--- config.mk ---
export PLATFORM = sky130hd
export DESIGN_NAME = sme_ctrl
export DESIGN_NICKNAME = d
export VERILOG_FILES = /design/src/rtl/sme_pkg.sv /design/src/rtl/sme_ctrl.sv
export SDC_FILE = /design/constraint.sdc
export NUM_CORES = 1
export LEC_CHECK = 0
export BUFFER_PORTS_ARGS = -buffer_cell sky130_fd_sc_hd__buf_2
export CAP_MARGIN = 20
export CORE_AREA = 2 2 39 41
export CTS_CLUSTER_SIZE = 20
export DETAILED_ROUTE_END_ITERATION = 8
export DIE_AREA = 0 0 41 43
export HOLD_SLACK_MARGIN = 0.06
export PLACE_DENSITY_LB_ADDON = 0.05
export SLEW_MARGIN = 20
export SYNTH_ARGS = -nofsm -noshare
export SYNTH_HDL_FRONTEND = slang
export SYNTH_SLANG_ARGS = --single-unit
export TNS_END_PERCENT = 5
--- constraint.sdc ---
create_clock -name clk -period 1.8 [get_ports clk]
set_clock_uncertainty 0.05 [all_clocks]
set_input_delay 0.36 -clock clk [delete_from_list [all_inputs] [get_ports clk]]
set_output_delay 0.36 -clock clk [all_outputs]
set_load 0.02 [all_outputs]
--- src/rtl/sme_pkg.sv ---
// ---------------------------------------------------------------------------
// Stack machine execute package
// Shared widths, action codes, status codes, state and command types.
// ---------------------------------------------------------------------------
`default_nettype none
package sme_pkg;
  localparam int DATA_DEPTH   = 64;
  localparam int RETURN_DEPTH = 16;
  localparam int NUM_REGS     = 4;
  localparam int PC_BITS      = 16;
  localparam int DC_BITS      = $clog2(DATA_DEPTH + 1);
  localparam int DA_BITS      = $clog2(DATA_DEPTH);
  localparam int RC_BITS      = $clog2(RETURN_DEPTH + 1);
  localparam int RA_BITS      = $clog2(RETURN_DEPTH);
  localparam int RI_BITS      = (NUM_REGS > 1) ? $clog2(NUM_REGS) : 1;

  typedef enum logic [4:0] {
    A_HLT = 5'd0, A_PUSH = 5'd1, A_POP = 5'd2, A_ADD = 5'd3, A_SUB = 5'd4,
    A_MUL = 5'd5, A_SQRT = 5'd6, A_DIV = 5'd7, A_OUT = 5'd8, A_VER = 5'd9,
    A_DMP = 5'd10, A_IN = 5'd11, A_JMP = 5'd12, A_JA = 5'd13, A_JAE = 5'd14,
    A_JB = 5'd15, A_JBE = 5'd16, A_JE = 5'd17, A_JNE = 5'd18, A_CALL = 5'd19,
    A_RET = 5'd20
  } action_t;

  typedef enum logic [2:0] {
    ST_RUN = 3'd0, ST_HALT = 3'd1, ST_UNDER = 3'd2, ST_OVER = 3'd3,
    ST_BADCMD = 3'd4, ST_NEGSQRT = 3'd5, ST_PASTEND = 3'd6
  } status_t;

  typedef enum logic [2:0] {
    S_IDLE, S_READ, S_EXEC, S_ITER, S_DONE, S_OUT
  } state_t;

  // Commands from controller to datapath.
  typedef struct packed {
    logic load;     // capture the instruction
    logic rd;       // issue stack reads
    logic exec;     // evaluate the instruction
    logic start;    // start the iterative unit
    logic step;     // one iterative step
    logic commit;   // write back results
  } cmd_t;

  // Status from datapath to controller.
  typedef struct packed {
    logic need_iter; // instruction uses the iterative unit
    logic iter_last; // last iterative step
  } stat_t;
endpackage
`default_nettype wire

--- src/rtl/sme_ctrl.sv ---
// ---------------------------------------------------------------------------
// Stack machine execute controller
// Sequences capture, stack read, evaluation, iteration and result handoff.
// ---------------------------------------------------------------------------
`default_nettype none
module sme_ctrl
  import sme_pkg::*;
(
  input  wire  clk,
  input  wire  rst,
  input  wire  in_valid,
  output logic in_ready,
  output logic res_valid,
  input  wire  res_ready,
  input  stat_t stat,
  output cmd_t  cmd
);
  state_t state, state_next;

  always_ff @(posedge clk) begin
    if (rst) state <= S_IDLE;
    else state <= state_next;
  end

  always_comb begin
    state_next = state;
    cmd = '0;
    in_ready = 1'b0;
    res_valid = 1'b0;
    unique case (state)
      S_IDLE: begin
        in_ready = 1'b1;
        if (in_valid) begin
          cmd.load = 1'b1;
          state_next = S_READ;
        end
      end
      S_READ: begin
        cmd.rd = 1'b1;
        state_next = S_EXEC;
      end
      S_EXEC: begin
        if (stat.need_iter) begin
          cmd.start = 1'b1;
          state_next = S_ITER;
        end else begin
          cmd.exec = 1'b1;
          state_next = S_DONE;
        end
      end
      S_ITER: begin
        cmd.step = 1'b1;
        if (stat.iter_last) state_next = S_DONE;
      end
      S_DONE: begin
        cmd.commit = 1'b1;
        state_next = S_OUT;
      end
      S_OUT: begin
        res_valid = 1'b1;
        if (res_ready) state_next = S_IDLE;
      end
      default: state_next = S_IDLE;
    endcase
  end
endmodule
`default_nettype wire

After elaboration in Yosys (flattened, before gate mapping):

Index checks and enable logic that the tools add are counted.

* multiplexer cells: 15
* reductions and logical operators: 2
* equality and inequality tests: 8

Operators with widths (count)
* one-hot mux 3 bit (6 select lines): 1
* two-way mux 3 bit: 4
* two-way mux 1 bit: 9
* == test 3 x 2 -> 1 bit, second input constant: 2
* == test 3 bit, second input constant: 2
* != test 2 bit, second input constant: 3
* == test 3 x 1 -> 1 bit, second input constant: 1
* logical NOT 3 bit: 1
* AND reduction 3 bit: 1
* two-way mux 2 bit: 1

* output and inout port bits: 8
* register bits: 3

Depth between registers and ports, before layout:

* word-level depth: 3
* gate-level depth with buffers: 4
* gate-level depth less buffers: 3

Least setup slack after synthesis:

OpenSTA, ideal clock, no wires.

* path kind: reg2out
* start point: register state[0]
* end point: output cmd[5] in the netlist's numbering
* stages on the path, launching flop included: 4
* setup slack: 25 ps
* data arrival time: 1365 ps
* path buffers: 1
* required time: 1390 ps
* cell sequence: dfxtp_1 buf_2 nor3_1 and2_1

RTL lines
* from (decl): line sme_ctrl.sv:18 `state_t state, state_next;`
* from (signal assigned): line sme_ctrl.sv:22 `else state <= state_next;`
* to (decl): line sme_ctrl.sv:16 `output cmd_t cmd`

Worst setup path after layout:

* start point: register state[2]
* end point: output res_valid

* longest elaborated chain between the ends: 2

Ends and longest elaborated chain
* == test 3 bit: line sme_ctrl.sv:30 `unique case (state)`
* two-way mux 1 bit: line sme_ctrl.sv:30
* to (decl): line sme_ctrl.sv:13 `output logic res_valid,`

Every way passes these cells.

==> metrics.md <==
| Metric | Value |
|---|---|
| Critical path class | flip-flop to output port |
| Top flop regs | state (3) |
| Clk_lat worst skew | 0.23 ns |
| DP Wirelength | 473 µm |
| FMAX | 0.602 GHz |
| Via density | 4.71 |
| Warnings from Yosys | 0 |
| Seq/Total Area, Yosys | 24.1% |
| Setup TNS | 0 ns |
| Int Power | 0.197 mW |
| Die Wd | 41 µm |
| Max H-tree Level | 1 |
| Final hold vios | 0 |
| Sw frac | 34.9% |
| Number of buffers created by CTS | 3 |
| Top-area cell type share of the netlist area | 24.1% |
| First-pass GRT wire length | 1020 µm |
| Synth cell types | 21 |
| Worst Path Arrival | 1.25 ns |
| Finished Layout Cells | 59 |
| GPL Wtd Cong | 0.667 |
| Layout cells sized above 1 | 44.2% |
| Max stage delay cell, worst path | dfxtp_1 |
| Drt pass-1 iters | 2 |
| Die Area | 1760 µm² |
| Clock sink count | 3 |
| CP peak stage delay | 0.53 ns |
| Max FFs per register | 3 |
| Startpoint Class | flip-flop |
| Combinational group share of total power | 28.6% |
| Final setup vio count | 0 |
| Post-CTS setup repair buffer count | 0 |
| Number of fill cells in the layout | 147 |
| Final Max Slew Viols | 0 |
| Reg clk slew, reported paths | 0.04 ns |
| CTS tree | built |
| Routed WL per cell | 10.8 µm |
| Syn_area_per_cell | 8.59 µm² |
| Root buf cell | clkbuf_4 |
| NetSw | 0.106 mW |
| Setup WS post-layout | 0.140 ns |
| Worst vdd ir | 339 µV |
| Yosys top cell by area | dfxtp_1 |
| Initial Util | 18.0% |
| Core Region | 1380 µm² |
| R2R cell count | 3 |
| Flops & latches, synth | 3 |
| Residual DRC count | 0 |
| Post-synth EDFFs | 0 |
| Fraction of registers with async set/reset | 0% |
| Critical-path cell list | inv_1 -> nor3b_1 -> buf_2 |
| Top FF cell, synth | dfxtp_1 |
| Max clock buf depth | 2 |
| Placed Cells | 55 |
| Vias in the first global route | 254 |
| DP Worst Slack | 0.337 ns |
| Minimum clock period | 1.66 ns |
| Fin util | 24.6% |
| Status | finished, final reports clean |
| Number of buffer cells added on primary ports | 13 |
| Hold-critical path depth | 2 |
| Total congestion overflow | 0 |
| Post-layout net count | 50 |
| Mapped Cells | 29 |
| Leakage | 0.159 nW |
| Layout area overhead | 36.7% |
| Crit end category | output port |
| Measured slew at the worst slew-check pin | 0.490 ns |
| Initial antenna violation count | 0 |
| Io pins | 14 |
| Reg power frac | 32.4% |
| Largest net degree at the start of global routing | 16 |
| Worst-path fanout max | 12 |
| Max_cap viols | 0 |
| Post-Syn Nets | 35 |
| Clock power share | 39.0% |
| Critical path required time | 1.39 ns |
| Gr usage total | 9.12% |
| Area contributors post-synth | dfxtp_1, a2111oi_2, nor3b_1, a31oi_1, and3_1 |
| RSZ-0062 raised after global routing | no |
| Slew Limit Headroom | 67.0% |
| Die Y | 43 µm |
| Pwr dens | 889 nW/µm² |
| Post-Syn Area | 249 µm² |
| Post-DRT Antenna Nets | 0 |
| Total number of vias | 278 |
| # diodes | 0 |
| Biggest register | state |
| HP Class | primary input to flip-flop |
| Starting DRC count in detailed routing | 3 |
| # rows | 14 |
| Final period util | 92.2% |
| Final WL | 635 µm |
## what timing repair did
action                                  4_1_cts  5_1_grt
hold buffers                                  0        0
gates resized for setup                       0        1
endpoints found under the setup margin        0        1
hold endpoints to repair                      0        0
## path summary, 6_finish.rpt
check | end | from | slack, ns
worst max-delay path | res_valid | state[2] | 0.14
worst min-delay path | state[1] | rst | 0.28
worst max register to register | state[2] | state[2] | 0.44
worst min register to register | state[1] | state[1] | 0.57
## cell usage after synthesis, types with 2 or more instances
cell and count:
and3_1 2, a31oi_1 2, nor4_1 2, nand2b_1 2, buf_2 2, dfxtp_1 3
nor3b_1 2
## layout make-up
class	instances	area, µm²	share of cell area (%)
multi-input cells	22	164	48.2
well taps	16	20.0	5.88
repair buffers	13	65.1	19.1
flip-flops and latches	3	61.3	18.0
inverters	1	3.75	1.10
clock buffers	4	26.3	7.72
## layout by cell type (no fill, tap or decap)
cell type / synthesis / layout
nor3_1: 1 / 1
nand3_1: 1 / 1
a21o_1: 1 / 1
nor4_1: 2 / 2
and2_1: 1 / 1
clkbuf_1: 0 / 1
nand2b_1: 2 / 2
buf_2: 2 / 13
nor4bb_1: 1 / 1
and4bb_1: 1 / 1
nor3b_1: 2 / 2
a211oi_1: 1 / 1
and3_1: 2 / 2
a2111oi_2: 1 / 1
a31oi_1: 2 / 2
clkbuf_4: 0 / 3
dfxtp_1: 3 / 2
a21oi_1: 1 / 1
inv_1: 1 / 1
nor4b_1: 1 / 1
dfxtp_2: 0 / 1
nor2_1: 1 / 1
nor3b_2: 1 / 1
## layer usage
layer / part of all wire, % / GRT usage (%)
met5: 0 / 0
met4: 0 / 8.00
met3: 8.0 / 3.14
met2: 47 / 12.8
met1: 45 / 10.2
## power by group through the flow
stage,Combinational [mW],Sequential (mW),Clock [mW]
2_1_floorplan,0.0795,0.0823,0
3_3_place_gp,0.0887,0.0980,0
3_5_place_dp,0.0879,0.0984,0
4_1_cts,0.0879,0.0971,0.125
5_1_grt,0.0954,0.101,0.127
6_report,0.0866,0.0981,0.118
## metrics by stage
| stage | hold WS, ns | cell area, µm² | total power [mW] |
|---|---|---|---|
| floorplan | 0.387 | 249 | 0.162 |
| global placement | 0.533 | 313 | 0.187 |
| detailed placement | 0.530 | 313 | 0.186 |
| CTS | 0.277 | 339 | 0.310 |
| global route | 0.310 | 340 | 0.324 |
| finish | 0.282 | 340 | 0.303 |
## cells by family (layout without fill, tap and decap cells)
logic type | count (synthesis) | after routing | share of synthesized area [%]
and+or+nand+nor | 16 | 16 | 46.7
buffers and inverters | 4 | 18 | 10.0
DFF | 3 | 3 | 24.1
AOI/OAI and AO/OA | 6 | 6 | 19.1
## critical path, delay by kind of cell, from the launching register on
| family | cells | cell delay, ns |
|---|---|---|
| flops | 1 | 0.53 |
| buf+inv | 2 | 0.31 |
| simple gates | 1 | 0.18 |
(Power assumes the default switching activity.)
